## src/sv/prq_ram.sv

```systemverilog
// Simple dual-port synchronous memory with registered read data.
// Used for the message byte store and the entry descriptor store; no reset of contents.
module prq_ram #(
	parameter int WIDTH = 8,
	parameter int AW    = 4
) (
	input  logic             clk,
	input  logic             we,
	input  logic [AW-1:0]    waddr,
	input  logic [WIDTH-1:0] wdata,
	input  logic             re,
	input  logic [AW-1:0]    raddr,
	output logic [WIDTH-1:0] rdata
);
	logic [WIDTH-1:0] mem [(1 << AW)];
	logic [WIDTH-1:0] rdata_q;

	// Write port.
	always_ff @(posedge clk) begin
		if (we) begin
			mem[waddr] <= wdata;
		end
	end

	// Read port, data registered.
	always_ff @(posedge clk) begin
		if (re) begin
			rdata_q <= mem[raddr];
		end
	end

	assign rdata = rdata_q;
endmodule

```

## config.mk

```make
export PLATFORM = sky130hd
export DESIGN_NAME = prq_ram
export DESIGN_NICKNAME = d
export VERILOG_FILES = /design/src/sv/prq_ram.sv
export SDC_FILE = /design/constraint.sdc
export NUM_CORES = 1
export LEC_CHECK = 0
export ABC_AREA = 1
export BUFFER_PORTS_ARGS = -buffer_cell sky130_fd_sc_hd__buf_2
export CAP_MARGIN = 20
export CORE_MARGIN = 3
export CORE_UTILIZATION = 52
export DETAILED_ROUTE_END_ITERATION = 10
export GPL_TIMING_DRIVEN = 0
export PLACE_DENSITY = 0.69
export REMOVE_ABC_BUFFERS = 1
export SLEW_MARGIN = 30
export SYNTH_ARGS = -nofsm -noshare
export SYNTH_HDL_FRONTEND = slang
export SYNTH_SLANG_ARGS = --single-unit
```

## constraint.sdc

```tcl
create_clock -name clk -period 1.53 [get_ports clk]
set_clock_uncertainty 0.1 [all_clocks]
set_input_delay 0.0765 -clock clk [delete_from_list [all_inputs] [get_ports clk]]
set_output_delay 0.0765 -clock clk [all_outputs]
set_load 0.05 [all_outputs]
```

==> metrics.txt, run 1 <==
routed wire length 12000 um; CP Capture Type register; warnings from Yosys 0; sequential element share of the synthesized area 69.8%; Worst Path Arrival 1440 ps; Tightest Pin Transition 792 ps; post-synthesis mux area share 0%; hpwl dp 7040 um; core area 0.0109 mm^2; CTS tree built; Final Core Density 61.1%; RD Place Congestion 0.765; Vias/cell 5.16; clk_lat worst skew 410 ps; sw frac 21.6%; GRT Util Overall 20.5%; layout cells sized above 1 9.43%; Clock Sinks 136; CP required 1590 ps; Netlist cell types 11; Die Wd 112 um; path type of the worst setup path in2reg; Syn Inst Count 551; Post-DRT Antenna Nets 0; met3 wire length 853 um; initial core utilization 53.5%; initial antenna violation count 0; Max VDD drop 0.765 mV; M1 WL 5300 um; num rows 38; Syn Area/Cell 10.6 um^2; Int Pwr 6.89 mW; RSZ-0062 raised after global routing false; port bufs 26; largest family of logic cells by synthesized area simple AND/OR/NAND/NOR gates; Max-Cap Viols 0; CTS root buf clkbuf_16; total power 8.79 mW; routed vias 3785; fraction of the mapped netlist area in compound gates 0%; io pins 27; Reg clk slew, reported paths 60 ps; P_leak 2.86 nW; Switch Pwr 1.90 mW; power per cell area 1320 mW/mm^2; Slew Limit Fails 0; DRC viols 0; Fin. Hold Viols 0; shortest period the worst path allows 1390 ps; Congestion Overflow GR 0; CTS Buf Count 17; Die Y 112 um; n_diodes 0; setup ws final 143 ps; NumNets Final 600; post-synthesis xor/xnor area fraction 0%; H-tree levels 4; flops & latches, synth 136; first-pass GRT wire length 19300 um; post-synthesis adder-cell area fraction 0%; Fmax 721 MHz; Seq pwr share 48.0%; largest net degree at the start of global routing 66; metal2 WL 5500 um; vias in the first global route 3598; Final Setup Violations 0; Tcrit/Tclk final 90.6%; Slew HR 47.0%; post-synthesis simple-gate area fraction 20.8%; die area 0.0126 mm^2; Area Growth Syn to Fin 14.2%; worst slack, placed -550 ps; CP Launch Type input pin; Clock power frac 45.7%; CTS Buffer Depth 2; Mapped Area 0.00585 mm^2; worst hold path type in2reg; Comb pwr share 6.3%; Min Hold Slack 68.1 ps; post-DR wirelength/cell 16.3 um; Initial DRC Count 302; top layer in use met4; 1st-pass router iterations 5; Worst Path Max Fanout 65; status finished clean; Layout fillers 867
==> worst max-delay path: stages <==
cell and delay [ps]:
buf_6 390, inv_6 320, nand2_1 150, nand2_1 70, nand2_1 70, nand3_1 70
nand3_1 130, nand2_1 100
==> placed cells by master, fill, tap and decap left out, types with 3 or more instances in the layout <==
master / Yosys / routed
buf_2: 13 / 24
bufinv_16: 0 / 3
clkbuf_16: 0 / 17
clkinv_2: 0 / 3
clkinv_4: 0 / 4
dlygate4sd3_1: 0 / 9
edfxtp_1: 136 / 136
inv_1: 100 / 100
nand2_1: 173 / 173
nand3_1: 97 / 97
nor2_1: 17 / 17
==> synth_stat cells <==
library cell  count  area, um^2
edfxtp_1        136        4080
nand3_1          97         485
nand2_1         173         649
inv_1           100         375
buf_6             6        67.6
inv_2             2        7.51
buf_4             4        30.0
buf_1             1        3.75
nand3b_1          2        15.0
nor2_1           17        63.8
buf_2            13        65.1
==> power groups by stage <==
| stage | sequential [mW] | combinational (mW) | clock (mW) |
|---|---|---|---|
| after floorplan | 4.36 | 0.225 | 0 |
| after global placement | 4.29 | 0.517 | 0 |
| after detailed placement | 4.30 | 0.530 | 0 |
| after CTS | 4.22 | 0.553 | 4.03 |
| after global routing | 4.22 | 0.614 | 4.24 |
| final | 4.22 | 0.554 | 4.02 |
==> flip-flops by register name, indices dropped and copies added (netlist names) <==
signal  count
mem       128
rdata       8
==> stage by stage <==
| step | instance area [um^2] | std cells | TNS [ps] |
|---|---|---|---|
| 6_report | 6680 | 734 | 0 |
| 5_1_grt | 6680 | 734 | 0 |
| 4_1_cts | 6680 | 734 | 0 |
| 3_5_place_dp | 5990 | 693 | -6750 |
| 3_3_place_gp | 5990 | 693 | -11370 |
| 2_1_floorplan | 5680 | 527 | 0 |
==> routing by layer <==
layer  global-route usage, %  vias to the layer above
met5                       0                        -
met4                    8.97                        0
met3                    4.96                       21
met2                    31.0                      152
met1                    28.6                     1768
li1                        -                     1844
==> what timing repair did <==
action                                 4_1_cts  5_1_grt
setup buffers                                0        0
endpoints found under the hold margin      120        0
hold buffers                                 9        0
resized for setup                            2        1
setup endpoints to repair                    8        8
==> final cells by class <==
| type | count | area (um^2) | area share, % |
|---|---|---|---|
| clock inverter | 13 | 155 | 2.32 |
| multi-input combinational | 289 | 1210 | 18.2 |
| sequential | 136 | 4080 | 61.2 |
| timing repair buffer | 35 | 229 | 3.43 |
| tap | 140 | 175 | 2.62 |
| clock buffer | 19 | 433 | 6.48 |
| inverter | 102 | 388 | 5.81 |
==> worst paths after layout <==
path / startpoint / end / slack, ps / cells past startpoint
setup reg to reg: mem[13][7] / rdata[7] / 230 / 6
hold reg to reg: mem[2][7] / rdata[7] / 670 / 6
setup / recovery: raddr[0] / rdata[0] / 140 / 8
hold / removal: raddr[3] / rdata[4] / 70 / 3
==> cells by family after synthesis <==
logic type / count (synthesis)
buffers and inverters: 126
DFF: 136
and+or+nand+nor: 289
No activity file was read; power rests on OpenSTA's default activity.
==> inputs of run 2 (changes only) <==
--- a/config.mk
+++ b/config.mk
@@ -8,6 +8,7 @@
 export ABC_AREA = 1
 export BUFFER_PORTS_ARGS = -buffer_cell sky130_fd_sc_hd__buf_2
 export CAP_MARGIN = 20
+export CORE_ASPECT_RATIO = 0.9
 export CORE_MARGIN = 3
 export CORE_UTILIZATION = 52
 export DETAILED_ROUTE_END_ITERATION = 10
==> run 2 against run 1 <==
Compared with the run above: sequential power is essentially flat; sequential share of layout area is 0.28 points higher; first-iteration DRC count decreased by 2.6%; register-to-register slack hardly changed; global-route usage is 0.33 points higher; via count increased by 0.29%; worst setup slack improved by 5.4 ps; hold slack hardly changed; critical path depth did not move; final cell count is 1.5% higher; fmax is 0.39% higher; non-clock buffer count stayed put; critical path type unchanged; highest routed layer unchanged.
==> metrics.txt, run 2 (same netlist as run 1, synthesis figures left out) <==
CP Capture Type register; Slew HR 42.6% (-4.5 points); met2 Resource Use GR 33.0% (+2.1 points); RR Startpoint mem[4][3]; CP cell instances buf_6 -> inv_6 -> nand2_1 -> nand2_1 -> nand2_1 -> nand3_1 -> nand3_1 -> nand2_1; GRT busiest layer met2; Layout fillers 904 (+4.3%); DRC viols 0 (unchanged); Reg clk slew, reported paths 50 ps (about the same); port bufs 26 (unchanged); clk_lat worst skew 410 ps (about the same); CTS tree built; Placement Cell Area 0.00601 mm^2 (+0.25%); power per cell area 1280 mW/mm^2 (-2.6%); worst slack, placed -567 ps (-16.7 ps); initial antenna violation count 0 (unchanged); Crit Reg-Reg Endpoint rdata[3]; Fmax 724 MHz (+0.39%); vias in the first global route 3628 (+0.83%); Fin. Hold Viols 0 (unchanged); commonest non-fill, non-tap cell in the layout nand2_1; n_diodes 0 (unchanged); Multi-input gate area 0.00121 mm^2 (unchanged); Worst Path Max Fanout 65 (unchanged); 1st-pass router iterations 5 (unchanged); Max VDD drop 1.18 mV (+54%); worst hold path type in2reg; worst setup path endpoint rdata[7]; cells on worst reg2reg path 6 (unchanged); setup ws final 149 ps (+5.38 ps); H-tree levels 4 (unchanged); register area 0.00408 mm^2 (unchanged); Die Wd 118 um (+5.1%); Max-Cap Viols 0 (unchanged); Final Setup Violations 0 (unchanged); Levels on crit path 8 (unchanged); CP Launch Type input pin; io pins 27 (unchanged); Clock Sinks 136 (unchanged); Congestion Overflow GR 0 (unchanged); Vias/cell 5.10 (-1.2%); routed wire length 12300 um (+2.5%); P_leak 2.84 nW (-0.52%); critical path startpoint raddr[0]; Area Growth Syn to Fin 13.7%; final instance area 0.00665 mm^2 (-0.45%); path type of the worst setup path in2reg; largest net degree at the start of global routing 66 (unchanged); GRT Util Overall 20.8% (+0.33 points); max FFs per register 128 (unchanged); CP max stage delay 390 ps (about the same); NumNets Final 600 (unchanged); Initial DRC Count 294 (-2.6%); post-DR wirelength/cell 16.5 um (+0.97%); Slew Limit Fails 0 (unchanged); commonest non-fill, non-tap cells in the layout nand2_1 (173), edfxtp_1 (136), inv_1 (100); Min Hold Slack 68.4 ps (+0.351 ps); CTS Buf Count 17 (unchanged); first-pass GRT wire length 19300 um (-0.11%); shortest period the worst path allows 1380 ps (-5.38 ps); core area 0.0109 mm^2 (-0.32%); Tcrit/Tclk final 90.3% (-0.35 points); routed vias 3796 (+0.29%); CTS Buffer Depth 2 (unchanged); # Post-CTS Setup Buffers 0 (unchanged); met1 Use GR 27.6% (-0.95 points); Die Y 107 um (-4.9%); most frequent CP cell nand2_1; Largest Register mem; Post-DRT Antenna Nets 0 (unchanged); delay-heaviest family, CP buffers and inverters; RSZ-0062 raised after global routing false; routing usage on met3 5.64% (+0.68 points); die area 0.0126 mm^2 (about the same); RD Place Congestion 0.758 (-0.94%); WP buf/inv 2 (unchanged); Tightest Pin Transition 859 ps (+66.7 ps); status finished clean; Final Core Density 61.0% (-0.079 points); slowest CP cell buf_6; num rows 36 (-5.3%); hpwl dp 7050 um (+0.14%); CP required 1590 ps (about the same); layout cells sized above 1 9.27% (-0.15 points); initial core utilization 53.6% (+0.17 points); Worst Path Arrival 1440 ps (about the same); reg2reg setup slack 240 ps (about the same); CTS root buf clkbuf_16
## run 2: cell types whose count changed in the layout (fill, tap and decap cells not counted), sizes merged
cell / delta
bufinv: -1
## run 2: area by class of cell
| type | instances | area share (%) |
|---|---|---|
| Clock buffer | 19 | 6.51 |
| Timing Repair Buffer | 35 | 3.44 |
| Inverter | 102 | 5.83 |
| Clock inverter | 12 | 1.66 |
| Sequential cell | 136 | 61.4 |
| Tap cell | 152 | 2.86 |
| Multi-Input combinational cell | 289 | 18.3 |
## run 2: power breakdown
group	internal (mW)	switching (mW)
Sequential	4.20	0.0193
Combinational	0.143	0.410
Clock	2.35	1.40
## run 2: timing repair
| item | CTS | global route |
|---|---|---|
| hold buffers | 9 | 0 |
| setup endpoints to repair | 8 | 8 |
| hold endpoints to repair | 136 | 0 |
| gates resized for setup | 2 | 1 |
## run 2: worst min-delay path by stage
stage	startpoint	endpoint	slack (ps)	cells past startpoint
4_1_cts	raddr[3]	rdata[2]	50	3
3_5_place_dp	re	rdata[1]	350	1
5_1_grt	raddr[3]	rdata[2]	90	3
3_3_place_gp	re	rdata[6]	340	1
6_report	raddr[3]	rdata[2]	70	3
2_1_floorplan	wdata[0]	mem[0][0]	80	0
## run 2: layer usage
| layer | part of all wire, % | routed length (um) |
|---|---|---|
| met2 | 47 | 5810 |
| met4 | 2.4 | 289 |
| met5 | 0 | 0 |
| met1 | 44 | 5370 |
| met3 | 6.6 | 813 |
## run 2: worst reg2reg max path: stages, from the launching register on
cell	delay [ps]
edfxtp_1	380
inv_1	60
nand2_1	50
nand3_1	90
nand3_1	150
nand3_1	140
nand2_1	60
## run 2: stage by stage
step | cells | setup TNS, ps | power (mW)
after floorplan | 527 | 0 | 4.58
after global placement | 705 | -11050 | 4.81
after detailed placement | 705 | -7660 | 4.83
after CTS | 745 | 0 | 8.55
after global routing | 745 | 0 | 8.79
final | 745 | 0 | 8.52
==> inputs of run 3 (changes only) <==
--- a/config.mk
+++ b/config.mk
@@ -12,8 +12,9 @@
 export CORE_MARGIN = 3
 export CORE_UTILIZATION = 52
 export DETAILED_ROUTE_END_ITERATION = 10
+export GPL_ROUTABILITY_DRIVEN = 1
 export GPL_TIMING_DRIVEN = 0
-export PLACE_DENSITY = 0.69
+export PLACE_DENSITY = 0.72
 export REMOVE_ABC_BUFFERS = 1
 export SLEW_MARGIN = 30
 export SYNTH_ARGS = -nofsm -noshare
==> run 3 against run 2 <==
Compared with the run above: critical path depth unchanged; first-iteration DRC count increased by 30%; wire length fell by 3.1%; critical path type unchanged; cell area grew 0.72%; non-clock buffer count did not move; count of clock-buffer cells in the layout fell by 1.
==> metrics.txt, run 3 (same netlist as run 1, synthesis figures left out) <==
Layout fillers 873 (-3.4%); Tightest Pin Transition 923 ps (+65.0 ps); Switch Pwr 1.91 mW (+4.4%); vias in the first global route 3764 (+3.7%); Slew Limit Fails 0 (unchanged); total power 8.79 mW (+3.1%); status finished clean; Slew HR 38.2% (-4.3 points); CTS root buf clkbuf_16; Worst Path Max Fanout 65 (unchanged); die area 0.0126 mm^2 (unchanged); core area 0.0109 mm^2 (unchanged); Comb pwr share 6.2% (-0.3 points); initial antenna violation count 0 (unchanged); Area Growth Syn to Fin 14.5%; CP Launch Type input pin; Largest Register mem; most frequent CP cell nand2_1; RSZ-0062 raised after global routing false; CP Capture Type register; slowest CP cell clkbuf_8; Int Pwr 6.88 mW (+2.8%); post-DR wirelength/cell 16.0 um (-3.1%); WP buf/inv 2 (unchanged); power per cell area 1310 mW/mm^2 (+2.4%); Congestion Overflow GR 0 (unchanged); NumNets Final 600 (unchanged); Clock Sinks 136 (unchanged); path type of the worst setup path in2reg; CTS Buffer Depth 2 (unchanged); n_diodes 0 (unchanged); CP cell instances clkbuf_8 -> inv_8 -> nand2_1 -> nand2_1 -> nand2_1 -> nand3_1 -> nand3_1 -> nand2_1; hpwl dp 6800 um (-3.6%); io pins 27 (unchanged); Tcrit/Tclk final 88.1% (-2.2 points); worst hold path type in2reg; layout cells sized above 1 9.61% (+0.34 points); delay-heaviest family, CP buffers and inverters; Max VDD drop 0.706 mV (-40%); Fmax 742 MHz (+2.4%); GRT Util Overall 20.2% (-0.56 points); DRC viols 0 (unchanged); # Post-CTS Setup Buffers 0 (unchanged); 1st-pass router iterations 6 (+1); commonest non-fill, non-tap cell in the layout nand2_1; routed wire length 11900 um (-3.1%); commonest non-fill, non-tap cells in the layout nand2_1 (173), edfxtp_1 (136), inv_1 (100); Post-DRT Antenna Nets 0 (unchanged); Max-Cap Viols 0 (unchanged); num rows 36 (unchanged); shortest period the worst path allows 1350 ps (-33.0 ps); P_leak 2.85 nW (+0.25%); register area 0.00408 mm^2 (unchanged); Fin. Hold Viols 0 (unchanged); Seq pwr share 48.0% (-1.5 points); max FFs per register 128 (unchanged); Final Setup Violations 0 (unchanged); Die Y 107 um (unchanged); clk_lat worst skew 420 ps (about the same); port bufs 26 (unchanged); H-tree levels 4 (unchanged); Vias/cell 5.14 (+0.97%); Worst Path Arrival 1400 ps (-40 ps); Clock power frac 45.8% (+1.8 points); Die Wd 118 um (unchanged); initial core utilization 53.6% (unchanged); CTS Buf Count 17 (unchanged); Reg clk slew, reported paths 60 ps (about the same); sw frac 21.7% (+0.25 points); CP required 1580 ps (about the same); routed vias 3833 (+0.97%); Multi-input gate area 0.00121 mm^2 (unchanged); Initial DRC Count 381 (+30%); CTS tree built; CP max stage delay 400 ps (about the same); Min Hold Slack 73.9 ps (+5.49 ps); first-pass GRT wire length 19300 um (-0.14%); RD Place Congestion 0.760 (+0.29%); largest net degree at the start of global routing 66 (unchanged)
## run 3: cell types whose count changed in the layout (fill, tap and decap cells not counted), sizes merged
cell | before | now
bufinv | 2 | 3
buf | 26 | 25
clkinvlp | 1 | 4
clkinv | 9 | 6
## run 3: metal layers
layer / GRT usage, % / routed length [um] / vias to the layer above
li1: - / - / 1840
met1: 26.3 / 5260 / 1839
met2: 32.8 / 5720 / 129
met3: 5.70 / 720 / 25
met4: 7.70 / 192 / 0
met5: 0 / 0 / -
## run 3: worst reg2reg max path, delay by kind of cell, from the launching register on
family	cells	cell delay [ps]
AND/OR/NAND/NOR	5	510
flip-flops	1	370
buffers and inverters	1	60
## run 3: worst paths after layout
kind         slack [ps]        from  cells past startpoint       end
min reg2reg         660   mem[2][5]                      6  rdata[5]
max reg2reg         240  mem[15][7]                      6  rdata[7]
max                 180    raddr[0]                      8  rdata[7]
min                  70    raddr[3]                      3  rdata[4]
## run 3: power groups by stage
stage                     clock network, mW  logic, mW  registers (mW)
after global routing                   4.22      0.603            4.22
after CTS                              4.04      0.541            4.22
after global placement                    0      0.506            4.29
after detailed placement                  0      0.515            4.29
after floorplan                           0      0.225            4.36
final                                  4.03      0.542            4.22
## run 3: stage by stage
stage	setup TNS, ps	instance area (um^2)	cells	setup WS [ps]	utilization [%]
floorplan	0	5680	527	233	-
global placement	-12630	6000	705	-1300	55.1
detailed placement	-9340	6010	705	-543	55.1
CTS	0	6690	745	30.1	61.4
global route	0	6700	745	63.0	61.4
finish	0	6700	745	182	61.4
## run 3: layout make-up
class                           count  area share, %
Clock buffer                       18           6.41
Clock inverter                     13           2.34
Inverter                          102           5.83
Multi-Input combinational cell    289           18.1
Sequential cell                   136           61.0
Tap cell                          152           2.84
Timing Repair Buffer               35           3.46
## run 3: repair_timing
item                       4_1_cts  5_1_grt
resized for setup                2        3
hold endpoints to repair       136        0
setup endpoints to repair        8        5
hold buffers                     9        0
